<file path="src/hdl/tfd_pkg.sv">
package tfd_pkg;

  localparam int unsigned KindW  = 4;
  localparam int unsigned ByteW  = 8;
  localparam int unsigned CountW = 32;

  // Frame type codes
  localparam logic [KindW-1:0] KIND_NONE  = 4'd0;
  localparam logic [KindW-1:0] KIND_EMPTY = 4'd1;
  localparam logic [KindW-1:0] KIND_SHORT = 4'd2;
  localparam logic [KindW-1:0] KIND_QUAD  = 4'd3;
  localparam logic [KindW-1:0] KIND_LONG  = 4'd8;

  // Fixed payload sizes
  localparam logic [CountW-1:0] SIZE_SHORT = 32'd1;
  localparam logic [CountW-1:0] SIZE_QUAD  = 32'd4;
  localparam logic [CountW-1:0] SIZE_LONG  = 32'd24;

  localparam logic [1:0] LEN_LAST = 2'd3;

  typedef enum logic [1:0] {
    PH_TYPE = 2'd0,
    PH_LEN  = 2'd1,
    PH_PAY  = 2'd2
  } phase_e;

  typedef enum logic [1:0] {
    ROLE_TYPE = 2'd0,
    ROLE_LEN  = 2'd1,
    ROLE_PAY  = 2'd2,
    ROLE_REJ  = 2'd3
  } role_e;

  typedef struct packed {
    logic [KindW-1:0] kind;
    logic [ByteW-1:0] data;
    role_e            role;
    logic             fend;
    logic             bad;
  } result_t;

  typedef struct packed {
    logic   halted;
    phase_e phase;
  } status_t;

endpackage

</file>
<file path="src/hdl/tfd_parse.sv">
module tfd_parse (
  input  logic                        clk_i,
  input  logic                        rst_ni,
  input  logic                        push_i,
  input  logic [tfd_pkg::ByteW-1:0]   rx_byte_i,
  output tfd_pkg::result_t            result_o,
  output tfd_pkg::status_t            status_o
);
  import tfd_pkg::*;

  phase_e             phase_q, phase_d;
  logic [KindW-1:0]   kind_q, kind_d;
  logic [1:0]         len_idx_q, len_idx_d;
  logic [CountW-1:0]  left_q, left_d;
  logic               halted_q, halted_d;
  logic [CountW-1:0]  shifted;
  logic [CountW-1:0]  dec;

  always_ff @(posedge clk_i or negedge rst_ni) begin
    if (!rst_ni) begin
      phase_q   <= PH_TYPE;
      kind_q    <= KIND_NONE;
      len_idx_q <= 2'd0;
      left_q    <= '0;
      halted_q  <= 1'b0;
    end else if (push_i) begin
      phase_q   <= phase_d;
      kind_q    <= kind_d;
      len_idx_q <= len_idx_d;
      left_q    <= left_d;
      halted_q  <= halted_d;
    end
  end

  assign shifted = {left_q[CountW-ByteW-1:0], rx_byte_i};
  assign dec     = (left_q != '0) ? left_q - CountW'(1) : left_q;

  always_comb begin
    phase_d   = phase_q;
    kind_d    = kind_q;
    len_idx_d = len_idx_q;
    left_d    = left_q;
    halted_d  = halted_q;

    result_o.kind = KIND_NONE;
    result_o.data = rx_byte_i;
    result_o.role = ROLE_REJ;
    result_o.fend = 1'b0;
    result_o.bad  = 1'b0;

    if (halted_q) begin
      result_o.bad = 1'b1;
    end else begin
      case (phase_q)
        PH_TYPE: begin
          if (rx_byte_i == ByteW'(KIND_EMPTY)) begin
            result_o.kind = KIND_EMPTY;
            result_o.role = ROLE_TYPE;
            result_o.fend = 1'b1;
          end else if (rx_byte_i inside {8'd2, 8'd3, 8'd8}) begin
            result_o.kind = rx_byte_i[KindW-1:0];
            result_o.role = ROLE_TYPE;
            kind_d        = rx_byte_i[KindW-1:0];
            phase_d       = PH_PAY;
            if (rx_byte_i == ByteW'(KIND_SHORT)) begin
              left_d = SIZE_SHORT;
            end else if (rx_byte_i == ByteW'(KIND_QUAD)) begin
              left_d = SIZE_QUAD;
            end else begin
              left_d = SIZE_LONG;
            end
          end else if (rx_byte_i inside {[8'd4:8'd7]}) begin
            result_o.kind = rx_byte_i[KindW-1:0];
            result_o.role = ROLE_TYPE;
            kind_d        = rx_byte_i[KindW-1:0];
            len_idx_d     = 2'd0;
            left_d        = '0;
            phase_d       = PH_LEN;
          end else begin
            // Unknown type: stop here until reset
            halted_d     = 1'b1;
            result_o.bad = 1'b1;
          end
        end
        PH_LEN: begin
          result_o.kind = kind_q;
          result_o.role = ROLE_LEN;
          left_d        = shifted;
          if (len_idx_q == LEN_LAST) begin
            len_idx_d = 2'd0;
            if (shifted == '0) begin
              result_o.fend = 1'b1;
              phase_d       = PH_TYPE;
            end else begin
              phase_d = PH_PAY;
            end
          end else begin
            len_idx_d = len_idx_q + 2'd1;
          end
        end
        PH_PAY: begin
          result_o.kind = kind_q;
          result_o.role = ROLE_PAY;
          left_d        = dec;
          if (dec == '0) begin
            result_o.fend = 1'b1;
            phase_d       = PH_TYPE;
          end
        end
        default: begin
          phase_d = PH_TYPE;
        end
      endcase
    end
  end

  assign status_o.halted = halted_q;
  assign status_o.phase  = phase_q;

endmodule

</file>
<file path="src/hdl/tfd_skid.sv">
module tfd_skid (
  input  logic              clk_i,
  input  logic              rst_ni,
  input  logic              push_i,
  input  tfd_pkg::result_t  data_i,
  output logic              full_o,
  output logic              valid_o,
  input  logic              stall_i,
  output tfd_pkg::result_t  data_o
);
  import tfd_pkg::*;

  logic    main_valid_q, skid_valid_q;
  result_t main_q, skid_q;
  logic    pop;

  assign pop = main_valid_q && !stall_i;

  always_ff @(posedge clk_i or negedge rst_ni) begin
    if (!rst_ni) begin
      main_valid_q <= 1'b0;
      skid_valid_q <= 1'b0;
    end else if (pop) begin
      if (skid_valid_q) begin
        skid_valid_q <= 1'b0;
      end else begin
        main_valid_q <= push_i;
      end
    end else if (push_i) begin
      if (main_valid_q) begin
        skid_valid_q <= 1'b1;
      end else begin
        main_valid_q <= 1'b1;
      end
    end
  end

  // Payload: refill main from skid on a pop, else park the new word
  always_ff @(posedge clk_i) begin
    if (pop) begin
      if (skid_valid_q) begin
        main_q <= skid_q;
      end else if (push_i) begin
        main_q <= data_i;
      end
    end else if (push_i) begin
      if (main_valid_q) begin
        skid_q <= data_i;
      end else begin
        main_q <= data_i;
      end
    end
  end

  assign full_o  = skid_valid_q;
  assign valid_o = main_valid_q;
  assign data_o  = main_q;

endmodule

</file>
<file path="src/hdl/typed_frame_deframer.sv">
// Typed frame deframer: splits a byte stream into frames led by a type byte
// (type 1 empty, 2/3/8 fixed payloads of 1/4/24 bytes, 4..7 a 4-byte
// big-endian length then that many payload bytes) and returns one word per
// input byte, tagged with frame type, role and frame end. One byte is taken
// every clock while the output buffer is not full; each result is registered
// in a two-entry output buffer, which keeps input flowing while the output
// stalls until its second entry fills. An unknown type byte sets bad_type_o
// and halts parsing until reset; every later byte is echoed as rejected.
module typed_frame_deframer (
  input  logic                              clk_i,
  input  logic                              rst_ni,
  input  logic                              in_valid_i,
  output logic                              in_stall_o,
  input  logic [tfd_pkg::ByteW-1:0]         rx_byte_i,
  output logic                              out_valid_o,
  input  logic                              out_stall_i,
  output logic [tfd_pkg::KindW-1:0]         frame_kind_o,
  output logic [tfd_pkg::ByteW-1:0]         data_byte_o,
  output logic [1:0]                        byte_role_o,
  output logic                              frame_end_o,
  output logic                              bad_type_o
);
  import tfd_pkg::*;

  logic    push;
  logic    full;
  result_t result;
  result_t out_word;
  status_t status;

  assign in_stall_o = full;
  assign push       = in_valid_i && !full;

  tfd_parse u_parse (
    .clk_i     (clk_i),
    .rst_ni    (rst_ni),
    .push_i    (push),
    .rx_byte_i (rx_byte_i),
    .result_o  (result),
    .status_o  (status)
  );

  tfd_skid u_skid (
    .clk_i   (clk_i),
    .rst_ni  (rst_ni),
    .push_i  (push),
    .data_i  (result),
    .full_o  (full),
    .valid_o (out_valid_o),
    .stall_i (out_stall_i),
    .data_o  (out_word)
  );

  assign frame_kind_o = out_word.kind;
  assign data_byte_o  = out_word.data;
  assign byte_role_o  = out_word.role;
  assign frame_end_o  = out_word.fend;
  assign bad_type_o   = out_word.bad;

`ifndef SYNTH
  a_halt_sticky : assert property (@(posedge clk_i) disable iff (!rst_ni)
    !$fell(status.halted))
    else $error("halt flag cleared without reset");

  a_bad_is_rejected : assert property (@(posedge clk_i) disable iff (!rst_ni)
    out_valid_o && bad_type_o |-> byte_role_o == ROLE_REJ && frame_kind_o == KIND_NONE)
    else $error("bad type word not marked as rejected");

  a_end_not_rejected : assert property (@(posedge clk_i) disable iff (!rst_ni)
    out_valid_o && frame_end_o |-> byte_role_o != ROLE_REJ && !bad_type_o)
    else $error("frame end on a rejected word");

  a_halted_rejects : assert property (@(posedge clk_i) disable iff (!rst_ni)
    push && status.halted |=> out_valid_o)
    else $error("word lost while halted");

  a_phase_legal : assert property (@(posedge clk_i) disable iff (!rst_ni)
    status.phase == PH_TYPE || status.phase == PH_LEN || status.phase == PH_PAY)
    else $error("parser phase left its legal codes");
`endif

endmodule
</file>
<file path="config.mk">
export PLATFORM = sky130hd
export DESIGN_NAME = typed_frame_deframer
export DESIGN_NICKNAME = d
export VERILOG_FILES = /design/src/hdl/tfd_pkg.sv /design/src/hdl/tfd_parse.sv /design/src/hdl/tfd_skid.sv /design/src/hdl/typed_frame_deframer.sv
export SDC_FILE = /design/constraint.sdc
export NUM_CORES = 1
export LEC_CHECK = 0
export ABC_AREA = 1
export BUFFER_PORTS_ARGS = -buffer_cell sky130_fd_sc_hd__buf_2
export CAP_MARGIN = 0
export CORE_ASPECT_RATIO = 1.5
export CORE_MARGIN = 3
export CORE_UTILIZATION = 65
export CTS_BUF_LIST = sky130_fd_sc_hd__clkbuf_4
export DETAILED_ROUTE_END_ITERATION = 10
export PLACE_DENSITY_LB_ADDON = 0.05
export SYNTH_ARGS = -nofsm -noshare
export SYNTH_HDL_FRONTEND = slang
export SYNTH_HIERARCHICAL = 1
export SYNTH_SLANG_ARGS = --single-unit
</file>
<file path="constraint.sdc">
create_clock -name clk_i -period 5.35 [get_ports clk_i]
set_clock_uncertainty 0.1 [all_clocks]
set_input_delay 0.2675 -clock clk_i [delete_from_list [all_inputs] [get_ports clk_i]]
set_output_delay 0.2675 -clock clk_i [all_outputs]
set_load 0.05 [all_outputs]
</file>
==> run metrics <==
status finished clean; Final Non-Filler Cells 818; DR WL/cell 18.44 um; Power Density 276.6 mW/mm^2; cell count after synthesis 691; initial antenna violation count 0; Placed Area 0.005072 mm^2; TritonCTS Sinks 75; vias in the first global route 4,714; CP endpoint kind flip-flop; area of the mapped netlist 0.004980 mm^2; first-iteration detailed-routing DRC count 533; post-CTS sizing 0; Final Cell Area 0.005339 mm^2; Port Buf Inserts 29; Via density 6.161; DRC violations left 0; Die Wd 77.47 um; CP required 5.58 ns; Logic pwr share 23.6%; CTS Buf Count 9; Synth Warn # 6; htree depth 3; die span in y 113.2 um; Worst-path clk slew 0.15 ns; DRT Pass-1 Iters 6; Row Count 38; dpl ws 2.404 ns; crit path max fanout 39; switching share of total power 36.54%; Final Slew Violations 0; hold path depth 5; Rel. slew slack 22.62%; growth of design area from synthesis to finish 7.211%; layout cells sized above 1 10.45%; HPWL after DPL 10.84 mm; leakage power 2.402 nW; Max Fclk 324.2 MHz; first-pass GRT wire length 23.88 mm; CTS tree yes; worst skew pair latency 0.45 ns; grt total ovfl 0; Arr. time, crit path 3.32 ns; PnR worst setup slack 2.266 ns; placed cell count 792; Die ar. 0.008769 mm^2; Max Cap Viol 0; largest net degree at the start of global routing 44; Power, Total 1.477 mW; Hold Crit Class in -> reg; vias 5,040; Setup Viol. Count Final 0; Clock Path Buffers 2; Starting Density 68.01%; crit start category flip-flop; HP Start in_valid_i; syn_area_per_cell 7.207 um^2; Reg2Reg Launch Point u_parse/left_q[1]$_DFFE_PN0P_; P_sw 539.7 uW; Root Driver clkbuf_4; Seq pwr share 48.4%; final hold slack 0.1042 ns; Worst Reg-to-Reg Cells 15; GRT Total Usage 35.43%; Synthesized Nets 709; RSZ-0062 raised after global routing no; Total Wirelength 15.08 mm; ant diodes 0; minimum clock period 3.084 ns; final core occ 72.92%; r2r endpoint u_parse/phase_q[0]$_DFFE_PN0P_; Clk network pwr share 27.9%; Pint 937.3 uW; Core Box Area 0.007322 mm^2; Final Hold Fails 0; Hold EP u_skid/valid_o$_DFFE_PN0P_; Final Net Count 731; io pins 30; GPL Wtd Cong 0.9922; Post-DRT Antenna Nets 0; VDD IR max 0.2346 mV; hold_buf cts 10; setup TNS after final layout 0 ns; type of the worst setup path reg -> reg; R2R Setup Slk 2.27 ns; fin crit share 57.65%; postcts setup bufs 0; Tightest Pin Transition 1.154 ns; fillers 617
## flip-flops by register name, indices dropped and copies added, names as in the netlist
name,count
u_parse/len_idx_q,2
u_skid/full_o,1
u_parse/kind_q,4
u_skid/data_o,16
u_parse/phase_q,2
u_skid/skid_q,16
u_parse/halted_q,1
u_parse/left_q,32
u_skid/valid_o,1
## power groups by stage
stage	clock [mW]	sequential, mW	combinational (mW)
detailed placement	0	0.727	0.341
global route	0.445	0.724	0.370
CTS	0.419	0.716	0.348
global placement	0	0.725	0.333
finish	0.413	0.716	0.349
floorplan	0	0.864	0.131
## worst max-delay path: stages, from the launching register on
cell and delay (ns):
dfrtp_1 0.41, inv_1 0.13, ha_1 0.29, nand2_4 0.12, nor2_8 0.20, nand4_4 0.48
nand2_1 0.32, nand2_1 0.08, nor2_1 0.16, nand2_1 0.10, nor2_1 0.15, nand3_1 0.11
nand2_2 0.09, nand2_1 0.08, nand2_1 0.08, nand2_1 0.05
## worst max-delay path by stage
stage	slack (ns)	to	startpoint	cells past startpoint
floorplan	3.02	u_skid/data_o[1]$_DFFE_PP_	u_parse/left_q[0]$_DFFE_PN0P_	16
global route	2.07	u_skid/data_o[1]$_DFFE_PP_	u_parse/left_q[0]$_DFFE_PN0P_	13
global placement	2.47	u_skid/data_o[1]$_DFFE_PP_	u_parse/left_q[0]$_DFFE_PN0P_	13
CTS	2.37	u_skid/data_o[1]$_DFFE_PP_	u_parse/left_q[0]$_DFFE_PN0P_	13
finish	2.27	u_parse/phase_q[0]$_DFFE_PN0P_	u_parse/left_q[1]$_DFFE_PN0P_	15
detailed placement	2.40	u_skid/data_o[1]$_DFFE_PP_	u_parse/left_q[0]$_DFFE_PN0P_	13
## placed cells by master, fill, tap and decap left out, types with 2 or more instances in the layout
master         count
a21oi_1            3
a22oi_1            2
and2_1             3
buf_2             29
buf_4              4
bufinv_16          2
clkbuf_4           9
dfrtp_1           43
dlygate4sd3_1     10
edfxtp_1          32
ha_1               6
inv_1             67
inv_2              2
inv_6              2
nand2_1          226
nand2_2            5
nand3_1           38
nand4_1           25
nor2_1            83
nor2_2             6
nor2_4             4
nor3_1             2
nor3_2             2
o211ai_1           2
o21ai_0           50
o21ai_1           10
o221ai_1           2
o22ai_1           26
o41ai_1            2
xor2_1             7
## cell type report
class | instances | area, um^2 | share of cell area [%]
clock inverters | 7 | 98.84 | 1.851
multi-input cells | 513 | 2466 | 46.19
flip-flops and latches | 75 | 2037 | 38.15
inverters | 71 | 269.0 | 5.039
repair buffers | 43 | 275.3 | 5.156
clock buffers | 9 | 67.56 | 1.266
well taps | 100 | 125.1 | 2.344
## per-layer routing
metal	up-vias	share of wire, %	wire length (um)	global-route usage [%]
met5	-	0	0	0
met4	0	7.2	1090	23.87
met3	81	7.7	1165	5.016
met2	354	51	7722	64.40
met1	2287	34	5106	37.40
li1	2318	-	-	-
No activity file was read; power rests on OpenSTA's default activity.
